### src/wva_pkg.sv
package wva_pkg;

  // Default build: 20-entry window of Q8.8 samples
  localparam int WINDOW_DEF       = 20;
  localparam int SAMPLE_WIDTH_DEF = 16;

endpackage

### src/wva_div.sv
// Serial signed-by-unsigned divider, one quotient bit per cycle.
// Quotient truncates toward zero; low OUT_W bits returned.
module wva_div #(
  parameter int SUM_W = wva_pkg::SAMPLE_WIDTH_DEF + 5,
  parameter int CNT_W = 5,
  parameter int OUT_W = wva_pkg::SAMPLE_WIDTH_DEF
) (
  input  logic                    clk,
  input  logic                    rst_n,
  input  logic                    start,
  input  logic signed [SUM_W-1:0] dividend,
  input  logic        [CNT_W-1:0] divisor,
  output logic                    done,
  output logic signed [OUT_W-1:0] quotient
);

  localparam int STEP_W = $clog2(SUM_W + 1);

  logic              running_r;
  logic              done_r;
  logic [STEP_W-1:0] step_r;
  logic [SUM_W-1:0]  quo_r;
  logic [CNT_W-1:0]  rem_r;
  logic [CNT_W-1:0]  div_r;
  logic              neg_r;

  logic [CNT_W:0]    shifted;
  logic [CNT_W:0]    diff;
  logic [SUM_W-1:0]  mag;
  logic [SUM_W-1:0]  signed_quo;

  assign mag     = dividend[SUM_W-1] ? (~dividend + 1'b1) : dividend;
  assign shifted = {rem_r, quo_r[SUM_W-1]};
  assign diff    = shifted - {1'b0, div_r};

  always_ff @(posedge clk) begin
    if (!rst_n) begin
      running_r <= 1'b0;
      done_r    <= 1'b0;
      step_r    <= '0;
    end else begin
      // pulse after the last quotient bit
      done_r <= !start && running_r && (step_r == STEP_W'(1));
      if (start) begin
        running_r <= 1'b1;
        step_r    <= STEP_W'(SUM_W);
      end else if (running_r) begin
        step_r <= step_r - 1'b1;
        if (step_r == STEP_W'(1)) begin
          running_r <= 1'b0;
        end
      end
    end
  end

  // datapath, no reset
  always_ff @(posedge clk) begin
    if (start) begin
      quo_r <= mag;
      rem_r <= '0;
      div_r <= divisor;
      neg_r <= dividend[SUM_W-1];
    end else if (running_r) begin
      if (!diff[CNT_W]) begin
        rem_r <= diff[CNT_W-1:0];
        quo_r <= {quo_r[SUM_W-2:0], 1'b1};
      end else begin
        rem_r <= shifted[CNT_W-1:0];
        quo_r <= {quo_r[SUM_W-2:0], 1'b0};
      end
    end
  end

  assign signed_quo = neg_r ? (~quo_r + 1'b1) : quo_r;
  assign quotient   = signed_quo[OUT_W-1:0];
  assign done       = done_r;

endmodule

### src/windowed_velocity_average.sv
// Channel   Direction  Ports
// request   in         in_valid, in_stall, in_linear_sample, in_angular_sample
// result    out        out_valid, out_stall, out_linear_mean, out_angular_mean
//
// A request passes from acceptance through the update, divide and result steps to the
// result register; the divide is done by the serial divider, one quotient bit a cycle.
// The sample store is read in the acceptance cycle and written back in the cycle after.
// Synchronous active-low reset clears slot, fill flag, sums and handshake state;
// the store itself is not cleared: an old entry is subtracted only once the window is full.
// A result held by out_stall waits in the output register; the next request then
// stops before its result step, with in_stall high, until that register frees.
module windowed_velocity_average #(
  parameter int WINDOW       = wva_pkg::WINDOW_DEF,
  parameter int SAMPLE_WIDTH = wva_pkg::SAMPLE_WIDTH_DEF
) (
  input  logic                           clk,
  input  logic                           rst_n,
  input  logic                           in_valid,
  output logic                           in_stall,
  input  logic signed [SAMPLE_WIDTH-1:0] in_linear_sample,
  input  logic signed [SAMPLE_WIDTH-1:0] in_angular_sample,
  output logic                           out_valid,
  input  logic                           out_stall,
  output logic signed [SAMPLE_WIDTH-1:0] out_linear_mean,
  output logic signed [SAMPLE_WIDTH-1:0] out_angular_mean
);

  localparam int CNT_W  = $clog2(WINDOW + 1);        // holds 1..WINDOW
  localparam int SUM_W  = SAMPLE_WIDTH + CNT_W;      // WINDOW samples summed
  localparam int SLOT_W = (WINDOW > 1) ? $clog2(WINDOW) : 1;
  localparam int EXT_W  = SUM_W - SAMPLE_WIDTH;

  typedef enum logic [1:0] {
    S_IDLE,
    S_UPDATE,
    S_DIVIDE,
    S_RESULT
  } state_t;

  state_t state_r;

  // sample store: both channels side by side in one word
  logic [2*SAMPLE_WIDTH-1:0] store_mem [WINDOW];
  logic [2*SAMPLE_WIDTH-1:0] rd_data_r;

  logic [SLOT_W-1:0]       slot_r;
  logic                    full_r;
  logic signed [SUM_W-1:0] lin_sum_r;
  logic signed [SUM_W-1:0] ang_sum_r;
  logic [SAMPLE_WIDTH-1:0] lin_in_r;
  logic [SAMPLE_WIDTH-1:0] ang_in_r;

  logic                    out_valid_r;
  logic [SAMPLE_WIDTH-1:0] lin_mean_r;
  logic [SAMPLE_WIDTH-1:0] ang_mean_r;

  logic                    in_take;
  logic                    out_free;
  logic [SAMPLE_WIDTH-1:0] lin_old;
  logic [SAMPLE_WIDTH-1:0] ang_old;
  logic signed [SUM_W-1:0] lin_sum_nxt;
  logic signed [SUM_W-1:0] ang_sum_nxt;
  logic [CNT_W-1:0]        count;
  logic                    div_start;
  logic                    lin_done;
  logic                    ang_done;
  logic signed [SAMPLE_WIDTH-1:0] lin_quo;
  logic signed [SAMPLE_WIDTH-1:0] ang_quo;

  assign in_stall = (state_r != S_IDLE);
  assign in_take  = in_valid && !in_stall;
  assign out_free = !out_valid_r || !out_stall;

  assign lin_old = rd_data_r[2*SAMPLE_WIDTH-1:SAMPLE_WIDTH];
  assign ang_old = rd_data_r[SAMPLE_WIDTH-1:0];

  // running sums: drop the evicted sample once the window is full, add the new one
  always_comb begin
    lin_sum_nxt = lin_sum_r + {{EXT_W{lin_in_r[SAMPLE_WIDTH-1]}}, lin_in_r};
    ang_sum_nxt = ang_sum_r + {{EXT_W{ang_in_r[SAMPLE_WIDTH-1]}}, ang_in_r};
    if (full_r) begin
      lin_sum_nxt = lin_sum_nxt - {{EXT_W{lin_old[SAMPLE_WIDTH-1]}}, lin_old};
      ang_sum_nxt = ang_sum_nxt - {{EXT_W{ang_old[SAMPLE_WIDTH-1]}}, ang_old};
    end
  end

  // divisor: samples held after this write
  assign count     = full_r ? CNT_W'(WINDOW) : (CNT_W'(slot_r) + 1'b1);
  assign div_start = (state_r == S_UPDATE);

  // store: read the slot about to be overwritten every cycle, write in update
  always_ff @(posedge clk) begin
    rd_data_r <= store_mem[slot_r];
    if (state_r == S_UPDATE) begin
      store_mem[slot_r] <= {lin_in_r, ang_in_r};
    end
  end

  // request capture, no reset
  always_ff @(posedge clk) begin
    if (in_take) begin
      lin_in_r <= in_linear_sample;
      ang_in_r <= in_angular_sample;
    end
  end

  always_ff @(posedge clk) begin
    if (!rst_n) begin
      state_r     <= S_IDLE;
      slot_r      <= '0;
      full_r      <= 1'b0;
      lin_sum_r   <= '0;
      ang_sum_r   <= '0;
      out_valid_r <= 1'b0;
    end else begin
      // the result step reloads the register itself
      if (out_valid_r && !out_stall && state_r != S_RESULT) begin
        out_valid_r <= 1'b0;
      end
      case (state_r)
        S_IDLE: begin
          if (in_take) begin
            state_r <= S_UPDATE;
          end
        end
        S_UPDATE: begin
          lin_sum_r <= lin_sum_nxt;
          ang_sum_r <= ang_sum_nxt;
          if (slot_r == SLOT_W'(WINDOW - 1)) begin
            slot_r <= '0;
            full_r <= 1'b1;
          end else begin
            slot_r <= slot_r + 1'b1;
          end
          state_r <= S_DIVIDE;
        end
        S_DIVIDE: begin
          if (lin_done && ang_done) begin
            state_r <= S_RESULT;
          end
        end
        S_RESULT: begin
          if (out_free) begin
            out_valid_r <= 1'b1;
            lin_mean_r  <= lin_quo;
            ang_mean_r  <= ang_quo;
            state_r     <= S_IDLE;
          end
        end
        default: begin
          state_r <= S_IDLE;
        end
      endcase
    end
  end

  wva_div #(
    .SUM_W (SUM_W),
    .CNT_W (CNT_W),
    .OUT_W (SAMPLE_WIDTH)
  ) u_lin_div (
    .clk      (clk),
    .rst_n    (rst_n),
    .start    (div_start),
    .dividend (lin_sum_nxt),
    .divisor  (count),
    .done     (lin_done),
    .quotient (lin_quo)
  );

  wva_div #(
    .SUM_W (SUM_W),
    .CNT_W (CNT_W),
    .OUT_W (SAMPLE_WIDTH)
  ) u_ang_div (
    .clk      (clk),
    .rst_n    (rst_n),
    .start    (div_start),
    .dividend (ang_sum_nxt),
    .divisor  (count),
    .done     (ang_done),
    .quotient (ang_quo)
  );

  assign out_valid        = out_valid_r;
  assign out_linear_mean  = lin_mean_r;
  assign out_angular_mean = ang_mean_r;

endmodule

### config.mk
export PLATFORM = sky130hd
export DESIGN_NAME = windowed_velocity_average
export DESIGN_NICKNAME = d
export VERILOG_FILES = /design/src/wva_pkg.sv /design/src/wva_div.sv /design/src/windowed_velocity_average.sv
export SDC_FILE = /design/constraint.sdc
export NUM_CORES = 1
export LEC_CHECK = 0
export ABC_AREA = 1
export BUFFER_PORTS_ARGS = -buffer_cell sky130_fd_sc_hd__buf_4
export CAP_MARGIN = 10
export CORE_UTILIZATION = 40
export DETAILED_ROUTE_END_ITERATION = 12
export SLEW_MARGIN = 20
export SYNTH_ARGS = -nofsm -noshare
export SYNTH_HDL_FRONTEND = slang
export SYNTH_SLANG_ARGS = --single-unit
export TNS_END_PERCENT = 30
### constraint.sdc
create_clock -name clk -period 3.4 [get_ports clk]
set_input_delay 0.68 -clock clk [delete_from_list [all_inputs] [get_ports clk]]
set_output_delay 0.68 -clock clk [all_outputs]
set_load 0.1 [all_outputs]
---- Word-level counts from Yosys, hierarchy flattened ----
Memories as Yosys holds them, arrays and structs flattened. A register that Yosys moved wholly into a read port is not among the register bits.
Cells that the tools add are included.
storage, ports and cells
  flip-flop bits (word level) ............. 188
  memory bits (writable) .................. 640
  word-level logic and storage cells ...... 109
  memories kept ........................... 1
operators by class
  add/sub/neg operators ................... 13
  equal/unequal tests ..................... 10
  mux-type cells .......................... 34
  bitwise gates (word level) .............. 5
  reduce and logical (&&, ||, !) cells .... 21
memory list
  name       words  width  read ports  clocked after Yosys merged registers in  wr ports  RTL line                         source
  store_mem  20     32     1           1                                        1         windowed_velocity_average.sv:43  logic [2*SAMPLE_WIDTH-1:0] store_mem [WINDOW];
operators with widths
  operator                                             number
  two-way mux 21 bit                                   8
  adder 21 x 1 -> 21 bit, second input constant        2
  adder 21 bit                                         2
  NOT 21 bit                                           2
  subtractor 21 bit                                    2
  two-way mux 5 bit                                    7
  adder 16 x 1 -> 16 bit, second input constant        2
  two-way mux 16 bit                                   2
  NOT 16 bit                                           2
  two-way mux 1 bit                                    13
  subtractor 6 x 5 -> 6 bit                            2
  equality test 5 x 1 -> 1 bit, second input constant  2
  subtractor 5 x 1 -> 5 bit, second input constant     2
  logical AND 1 bit                                    8
  != test 2 bit, second input constant                 4
  one-hot mux 2 bit (4 select lines)                   1
  two-way mux 2 bit                                    3
  AND reduction 3 bit                                  2
  nonzero test 2 bit                                   3
  adder 5 x 1 -> 5 bit, second input constant          1
  equality test 5 bit, second input constant           1
  equality test 2 bit, second input constant           2
  logical NOT 1 bit                                    4
  equality test 2 x 1 -> 1 bit, second input constant  1
  other kinds (5)                                      5

---- Depth between registers and ports, before layout ----
Gate-level depths: netlist of the first run.
  depth after elaboration ................. 7
  gate-level depth with buffers ........... 30

---- Modules after synthesis ----
Synthesis of the first run repeated with hierarchy kept, for this count alone.
second synthesis, totals
  cells, all modules ...................... 4051
  area total of the unflattened synthesis .. 40615.2 sq um
by module, submodules not included
  module                     instances  cells an instance  area an instance (sq um)
  windowed_velocity_average  1          3241               34942.3
  wva_div                    2          405                2836.5

---- Worst setup path after synthesis of the first run ----
Ideal clock, no wire load.
  path kind ............................... register -> register
  start point ............................. register ang_in_r[0]
  end point ............................... register u_ang_div.quo_r[8], data pin
  library setup time ...................... 0.253 ns
  data arrival time ....................... 3.448 ns
  data required time ...................... 3.147 ns
  slack ................................... -0.301 ns
  stages on the path, launching flop included .. 24
  path buffers ............................ 1
  clock period less this slack ............ 3.701 ns
  cells stage by stage .................... edfxtp_1 ha_1 fa_1 nand3_1 nand3_2 nand2_1 nand2_1 nand2_1 nand3b_1 and2_1 ha_1 nand2_1 nor2_1 and2_1 nand4_1 nand4_1 nand3_1 nand2_1 inv_2 nor2_4 buf_4 nand3b_1 nand3_1 nand2_1
RTL lines
  element                 RTL line                          source
  start, declared         windowed_velocity_average.sv:51   logic [SAMPLE_WIDTH-1:0] ang_in_r;
  start signal, assigned  windowed_velocity_average.sv:103  ang_in_r <= in_angular_sample;
  adder 21 bit *          windowed_velocity_average.sv:80   ang_sum_nxt = ang_sum_r + {{EXT_W{ang_in_r[SAMPLE_WIDTH-1]}}, ang_in_r};
  subtractor 21 bit       windowed_velocity_average.sv:83   ang_sum_nxt = ang_sum_nxt - {{EXT_W{ang_old[SAMPLE_WIDTH-1]}}, ang_old};
  two-way mux 21 bit *    windowed_velocity_average.sv:81   if (full_r) begin
  net ang_sum_nxt[20]     windowed_velocity_average.sv:62   logic signed [SUM_W-1:0] ang_sum_nxt;
  two-way mux 21 bit *    wva_div.sv:32                     assign mag = dividend[SUM_W-1] ? (~dividend + 1'b1) : dividend;
  two-way mux 21 bit *    wva_div.sv:58                     if (start) begin
  end signal, assigned    wva_div.sv:59                     quo_r <= mag;
  end signal, assigned    wva_div.sv:66                     quo_r <= {quo_r[SUM_W-2:0], 1'b1};
  end signal, assigned    wva_div.sv:69                     quo_r <= {quo_r[SUM_W-2:0], 1'b0};
  end, declared           wva_div.sv:22                     logic [SUM_W-1:0] quo_r;
The timed path passes the listed nets; every way through them passes the cells marked *.
A chain may end at the register's enable or synchronous reset.

---- Final worst setup path of the first run ----
  start point ............................. register ang_in_r[1]
  end point ............................... register u_ang_div.quo_r[8], data pin
on the way
  cells in the longest elaborated chain, start to end .. 7
RTL lines
  element                 RTL line
  adder 21 bit *          windowed_velocity_average.sv:80
  subtractor 21 bit       windowed_velocity_average.sv:83
  two-way mux 21 bit *    windowed_velocity_average.sv:81
  NOT 21 bit              wva_div.sv:32
  adder 21 x 1 -> 21 bit  wva_div.sv:32
  two-way mux 21 bit *    wva_div.sv:32
  two-way mux 21 bit *    wva_div.sv:58
Every way passes the cells marked *; elsewhere a longest branch is shown, timed or not.

==> results of run 1 <==
==> cell usage in the layout, fill, tap and decap left out, types with 16 or more instances in the layout <==
cell type / netlist / layout
a22o_1: 28 / 28
o21ai_0: 424 / 404
edfxtp_1: 753 / 753
o21ai_1: 22 / 31
nor2_2: 15 / 45
ha_4: 0 / 61
inv_2: 12 / 25
nand3_1: 243 / 187
xor2_1: 36 / 34
nor2_4: 5 / 44
nand3_2: 9 / 56
clkbuf_1: 131 / 26
nand2_2: 18 / 145
clkbuf_16: 0 / 93
ha_1: 107 / 42
buf_4: 2 / 529
nor2_1: 478 / 409
nand2_1: 787 / 623
dfxtp_1: 107 / 103
a21oi_1: 109 / 72
nand2_4: 2 / 39
o22ai_1: 165 / 165
nand4_1: 25 / 25
nor3_1: 27 / 16
buf_12: 0 / 17
buf_6: 4 / 19
a21oi_2: 6 / 32
inv_1: 338 / 321
==> final timing paths <==
path / from / to / slack [ns] / depth (start not counted)
max: ang_in_r[1]$_DFFE_PP_ / u_ang_div.quo_r[8]$_DFFE_PP_ / -0.34 / 24
min: in_linear_sample[9] / lin_in_r[9]$_DFFE_PP_ / 0.19 / 1
max reg2reg: ang_in_r[1]$_DFFE_PP_ / u_ang_div.quo_r[8]$_DFFE_PP_ / -0.34 / 24
min reg2reg: lin_sum_r[16]$_SDFFE_PN0P_ / lin_sum_r[16]$_SDFFE_PN0P_ / 0.47 / 2
==> what timing repair did <==
action	in CTS	in global routing
buffers inserted	31	25
resized for setup	185	329
endpoints found under the setup margin	60	62
pin swaps	45	116
cloned	2	1
==> metal layers <==
metal  track usage  routed length [um]  part of all wire
met1         0.323               52900              0.46
met2         0.346               52100              0.45
met3        0.0377                8360             0.072
met4        0.0598                2330             0.020
met5             0                  38           0.00033
==> cells by family after synthesis <==
family                     Yosys count  share of synthesized area
and+or+nand+nor                   1642                      0.172
DFF                                860                      0.619
AOI/OAI and AO/OA                  796                      0.111
buffers and inverters              512                     0.0498
adders and majority gates          113                     0.0365
xor gates and xnor gates            48                     0.0105
muxes                                2                   0.000595
==> metrics by stage <==
stage / setup TNS, ns / utilization / cell area [um^2]
after global placement: -20.83 / 0.459 / 45300
after floorplan: -3.39 / - / 40100
after global routing: -22.00 / 0.517 / 51000
final: -11.37 / 0.517 / 51000
after CTS: -10.67 / 0.501 / 49500
after detailed placement: -22.51 / 0.460 / 45400
==> flip-flops by register name, indices dropped and copies added (netlist names), 16 cells and up <==
name              count
out_linear_mean      16
u_ang_div.quo_r      21
out_angular_mean     16
store_mem           640
lin_sum_r            21
ang_sum_r            21
lin_in_r             16
ang_in_r             16
u_lin_div.quo_r      21
rd_data_r            32
==> power breakdown <==
group	leakage (nW)	internal [mW]	switching (mW)
Sequential	7.71	13.3	0.861
Combinational	10.8	11.0	14.8
Clock	1.42	5.48	4.22
Total	19.9	29.8	19.9
==> final cells by class <==
class                           instances  area (um^2)  area share
Sequential cell                       860        24800       0.486
Antenna cell                            1         2.50   0.0000491
Multi-Input combinational cell       2602        15700       0.309
Timing Repair Buffer                  568         4610      0.0904
Tap cell                             1287         1610      0.0316
Clock inverter                         41          380     0.00746
Clock buffer                          127         2530      0.0497
Inverter                              352         1340      0.0263
==> worst max-delay path: stages (launching register included) <==
cell and delay [ns]:
edfxtp_1 0.47, buf_6 0.18, fa_2 0.41, nand3_2 0.12, nand3_4 0.11, nand2_4 0.11, nand2_4 0.07, nand2_4 0.07
nand3b_1 0.11, and2_4 0.17, ha_4 0.28, nand2_4 0.06, nor2_4 0.10, and2_4 0.15, nand4_1 0.10, nand4_1 0.11
nand3_2 0.12, nand2_2 0.11, inv_2 0.05, nor2_4 0.09, buf_6 0.13, buf_12 0.13, nand3b_1 0.11, nand3_2 0.08
nand2_1 0.05
==> metrics.md, run 1 <==
| Metric | Value |
|---|---|
| Status | complete, but fails checks |
| Failing checks | negative setup slack |
| Async SR Flop Fraction | 0 |
| Worst setup SP type | flop |
| Worst Setup End Kind | flop |
| # hold bufs at CTS | 0 |
| Initial antenna violation count | 7 |
| EDFF count, synth | 753 |
| CP required | 3.81 ns |
| Clock sinks | 860 |
| Leak Pwr | 19.9 nW |
| Placer Congestion | 0.914 |
| GRT Util Overall | 0.223 |
| HPWL Detailed | 70200 um |
| Hold crit path type | input port to flop |
| Yosys warns | 0 |
| Wire per inst | 19.8 um |
| Top post-synthesis cells by count | nand2_1, edfxtp_1, nor2_1 |
| Post-Syn Instances | 3973 |
| Vias in the first global route | 29155 |
| Pre-CTS WS | -0.573 ns |
| Buffers on Ports | 69 |
| Final Critical Period | 3.74 ns |
| Final hold slack | 0.188 ns |
| Slew headroom | 0.268 |
| Cell total after placement | 5611 |
| Total wire length | 116000 um |
| Critical path arrival | 4.16 ns |
| Synth cell types | 52 |
| Yosys top cell by area | edfxtp_1 |
| IO Count | 70 |
| Setup slack after layout | -0.343 ns |
| Starting density of the core | 0.405 |
| Post-Syn Area per Cell | 10.1 um^2 |
| Clock transition at path regs | 0.06 ns |
| Fmax | 0.267 GHz |
| Seq/Total Area, Yosys | 0.619 |
| Post-synthesis net count | 4122 |
| Number of synthesized register bits | 860 |
| Top FF cell, synth | edfxtp_1 |
| Vias | 30770 |
| Die footprint | 101000 um^2 |
| Clk_lat worst skew | 0.67 ns |
| Overflow after GRT | 0 |
| Post-Synthesis Cell Area | 40000 um^2 |
| Die width | 318 um |
| RSZ-0062 raised after global routing | true |
| Share of layout cells above drive strength 1 | 0.269 |
| Top cells by area, synth | edfxtp_1, nand2_1, dfxtp_1, o21ai_0, nor2_1 |
| H-tree lvl count | 3 |
| Most frequent cell after synthesis | nand2_1 |
| Total Power | 49.7 mW |
| TritonCTS Buffers | 91 |
| Synth-to-Final Area Change | 27.6% |
| CP Max Fanout | 8 |
| Final Slew Violations | 0 |
| Layout Nets | 4624 |
| Final Setup Violations | 48 |
| Max-Cap Viols | 0 |
| Fin crit share | 1.10 |
| Clk buf depth | 3 |
| Final hold violation count | 0 |
| Worst vdd ir | 0.849 mV |
| Final ANT Viol Nets | 0 |
| Worst Clk Skew | 0.0288 ns |
| DR vias/cell | 5.27 |
| First-pass GRT wire length | 174000 um |
| Top cell type's share of synthesized area | 0.566 |
| Slew of the pin with the lowest slew margin | 1.10 ns |
| Drt first pass iters | 6 |
| Die Span Y | 318 um |
| Largest net degree at the start of global routing | 165 |
| Post-Layout Cell Count | 5838 |
| PD cells | 975 nW/um^2 |
| Kind of critical path | flop to flop |
| Core area | 98700 um^2 |
| Num rows | 115 |
| Starting DRT DRC Count | 2969 |
| CTS Root Cell | clkbuf_16 |
| DRC | 0 |
| CTS tree | done |
| Fill cells | 8725 |
Note: power is estimated with default switching activity, not from simulation.
==> inputs of run 2 (changes only) <==
- CORE_UTILIZATION: 40 -> 57
- PLACE_DENSITY: not set -> 0.76
==> run 2 against run 1 <==
Net effect: the run still ends with negative setup slack left; maximum frequency shrank 1.8%; register-to-register slack lost 0.07 ns; cell count shrank 6.9%; clock power shrank 6.4%; routed wire length shrank 3.7%; final area shrank 2.7%; critical endpoint is now u_ang_div.quo_r[13]$_DFFE_PP_; largest cell class unchanged; largest power group unchanged.
==> metrics.md, run 2 (synthesized netlist as in run 1, its figures left out) <==
| Metric | Value |
|---|---|
| First-pass GRT wire length | 166000 um |
| Drt first pass iters | 6 |
| IO Count | 70 |
| Vias | 31802 |
| Slew headroom | 0.288 |
| Overflow after GRT | 0 |
| Seq pwr share | 0.294 |
| Starting DRT DRC Count | 3810 |
| Die width | 267 um |
| Final hold violation count | 0 |
| Starting density of the core | 0.580 |
| Leak Pwr | 19.6 nW |
| Worst vdd ir | 0.638 mV |
| RSZ-0062 raised after global routing | true |
| Clk_lat worst skew | 0.66 ns |
| Setup slack after layout | -0.411 ns |
| CTS Root Cell | clkbuf_16 |
| Fmax | 0.262 GHz |
| DR vias/cell | 5.85 |
| Largest net degree at the start of global routing | 205 |
| Total wire length | 112000 um |
| Final ANT Viol Nets | 0 |
| Final Critical Period | 3.81 ns |
| Clock sinks | 860 |
| Buffers on Ports | 69 |
| Sw frac | 0.403 |
| Clock power frac | 0.188 |
| Commonest cells after routing, fill and taps aside | edfxtp_1, nand2_1, buf_4 |
| Clock transition at path regs | 0.06 ns |
| HPWL Detailed | 66700 um |
| Core area | 68900 um^2 |
| Biggest regs | store_mem: 640 flops, rd_data_r: 32 flops |
| Worst Clk Skew | 0.0489 ns |
| Total Power | 48.3 mW |
| Layout Nets | 4584 |
| Die footprint | 71200 um^2 |
| Status | complete, but fails checks |
| DRC | 0 |
| Fin crit share | 1.12 |
| CTS tree | done |
| CP Max Fanout | 8 |
| Placer Congestion | 0.960 |
| Fill cells | 4642 |
| Initial antenna violation count | 5 |
| Final Slew Violations | 0 |
| Largest Register | store_mem |
| Most common cell after layout, fill and taps aside | edfxtp_1 |
| Failing checks | negative setup slack |
| Logic pwr share | 0.518 |
| Net Switching | 19.4 mW |
| TritonCTS Buffers | 85 |
| Pint | 28.8 mW |
| Final Setup Violations | 54 |
| CP required | 3.78 ns |
| Die Span Y | 267 um |
| Clk buf depth | 3 |
| Pre-CTS WS | -0.538 ns |
| Max reg flops | 640 |
| Worst Setup End Kind | flop |
| Slew of the pin with the lowest slew margin | 1.07 ns |
| Kind of critical path | flop to flop |
| Vias in the first global route | 30019 |
| H-tree lvl count | 3 |
| Wire per inst | 20.5 um |
| Layout Utilization | 0.720 |
| Worst setup SP type | flop |
| Max-Cap Viols | 0 |
| GRT Util Overall | 0.306 |
| PD cells | 973 nW/um^2 |
| Synth-to-Final Area Change | 24.1% |
| Num rows | 96 |
| Hold crit path type | input port to flop |
| Critical path arrival | 4.19 ns |
| Share of layout cells above drive strength 1 | 0.242 |
-- run 2: cell types whose count changed in the layout (fill, tap and decap cells not counted), moves of 9 or more --
cell,delta
nand2_1,+44
nand2_4,-10
buf_4,-30
nor2_1,+9
ha_4,-9
nand2_2,-36
ha_1,+11
-- run 2: layout make-up --
class	instances	area (um^2)	area share
Sequential cell	860	24800	0.499
Clock inverter	40	430	0.00868
Timing Repair Buffer	534	4300	0.0866
Multi-Input combinational cell	2602	15400	0.310
Clock buffer	115	2250	0.0453
Antenna cell	1	2.50	0.0000504
Inverter	352	1350	0.0271
Tap cell	931	1160	0.0235
-- run 2: worst paths after layout --
kind	start	end	slack (ns)	cells past startpoint
setup / recovery	ang_in_r[12]$_DFFE_PP_	u_ang_div.quo_r[13]$_DFFE_PP_	-0.41	22
hold / removal	in_linear_sample[10]	lin_in_r[10]$_DFFE_PP_	0.20	1
setup reg to reg	ang_in_r[12]$_DFFE_PP_	u_ang_div.quo_r[13]$_DFFE_PP_	-0.41	22
hold reg to reg	lin_sum_r[7]$_SDFFE_PN0P_	lin_sum_r[7]$_SDFFE_PN0P_	0.48	2
-- run 2: worst max-delay path, cell delays in order, from the launching register on --
cell,delay [ns]
edfxtp_1,0.53
ha_4,0.34
buf_4,0.11
nand3_1,0.13
nor3_1,0.19
nand2_1,0.14
nand3_1,0.16
nand2_1,0.12
ha_4,0.30
buf_4,0.11
nand2_1,0.10
nor2_4,0.11
and2_4,0.15
nand4_1,0.10
nand4_1,0.13
nand3_2,0.11
nand2_2,0.09
inv_2,0.05
nor2_4,0.21
buf_6,0.15
nand2_8,0.07
nand2_2,0.06
o211ai_1,0.07
-- run 2: repair_timing --
action | CTS | global route
endpoints found under the hold margin | 0 | 0
buffers inserted | 40 | 24
setup endpoints to repair | 58 | 63
gates resized for setup | 182 | 233
pin swaps | 65 | 111
cloned | 1 | 1
hold buffers | 0 | 0
-- run 2: power groups by stage --
stage	registers, mW	logic (mW)	clock network (mW)
4_1_cts	14.1	22.5	9.14
3_5_place_dp	14.3	20.6	0
2_1_floorplan	14.4	12.3	0
6_report	14.2	25.0	9.08
3_3_place_gp	14.3	20.2	0
5_1_grt	14.3	27.3	9.53
-- run 2: per-stage QoR --
stage | std cells | instance area (um^2) | hold WS (ns) | setup TNS, ns
floorplan | 3973 | 40100 | 0.432 | -3.39
global placement | 5213 | 44500 | 0.448 | -14.38
detailed placement | 5213 | 44500 | 0.456 | -18.95
CTS | 5409 | 48400 | 0.176 | -7.97
global route | 5434 | 49600 | 0.187 | -25.90
finish | 5435 | 49600 | 0.201 | -15.59
-- run 2: layer usage --
layer  wire length [um]  GRT usage  up-vias
met3              11200     0.0513      263
met1              44800      0.423    15052
met2              52300      0.489     1750
li1                   -          -    14737
met5                  0          0        -
met4               3280      0.111        0
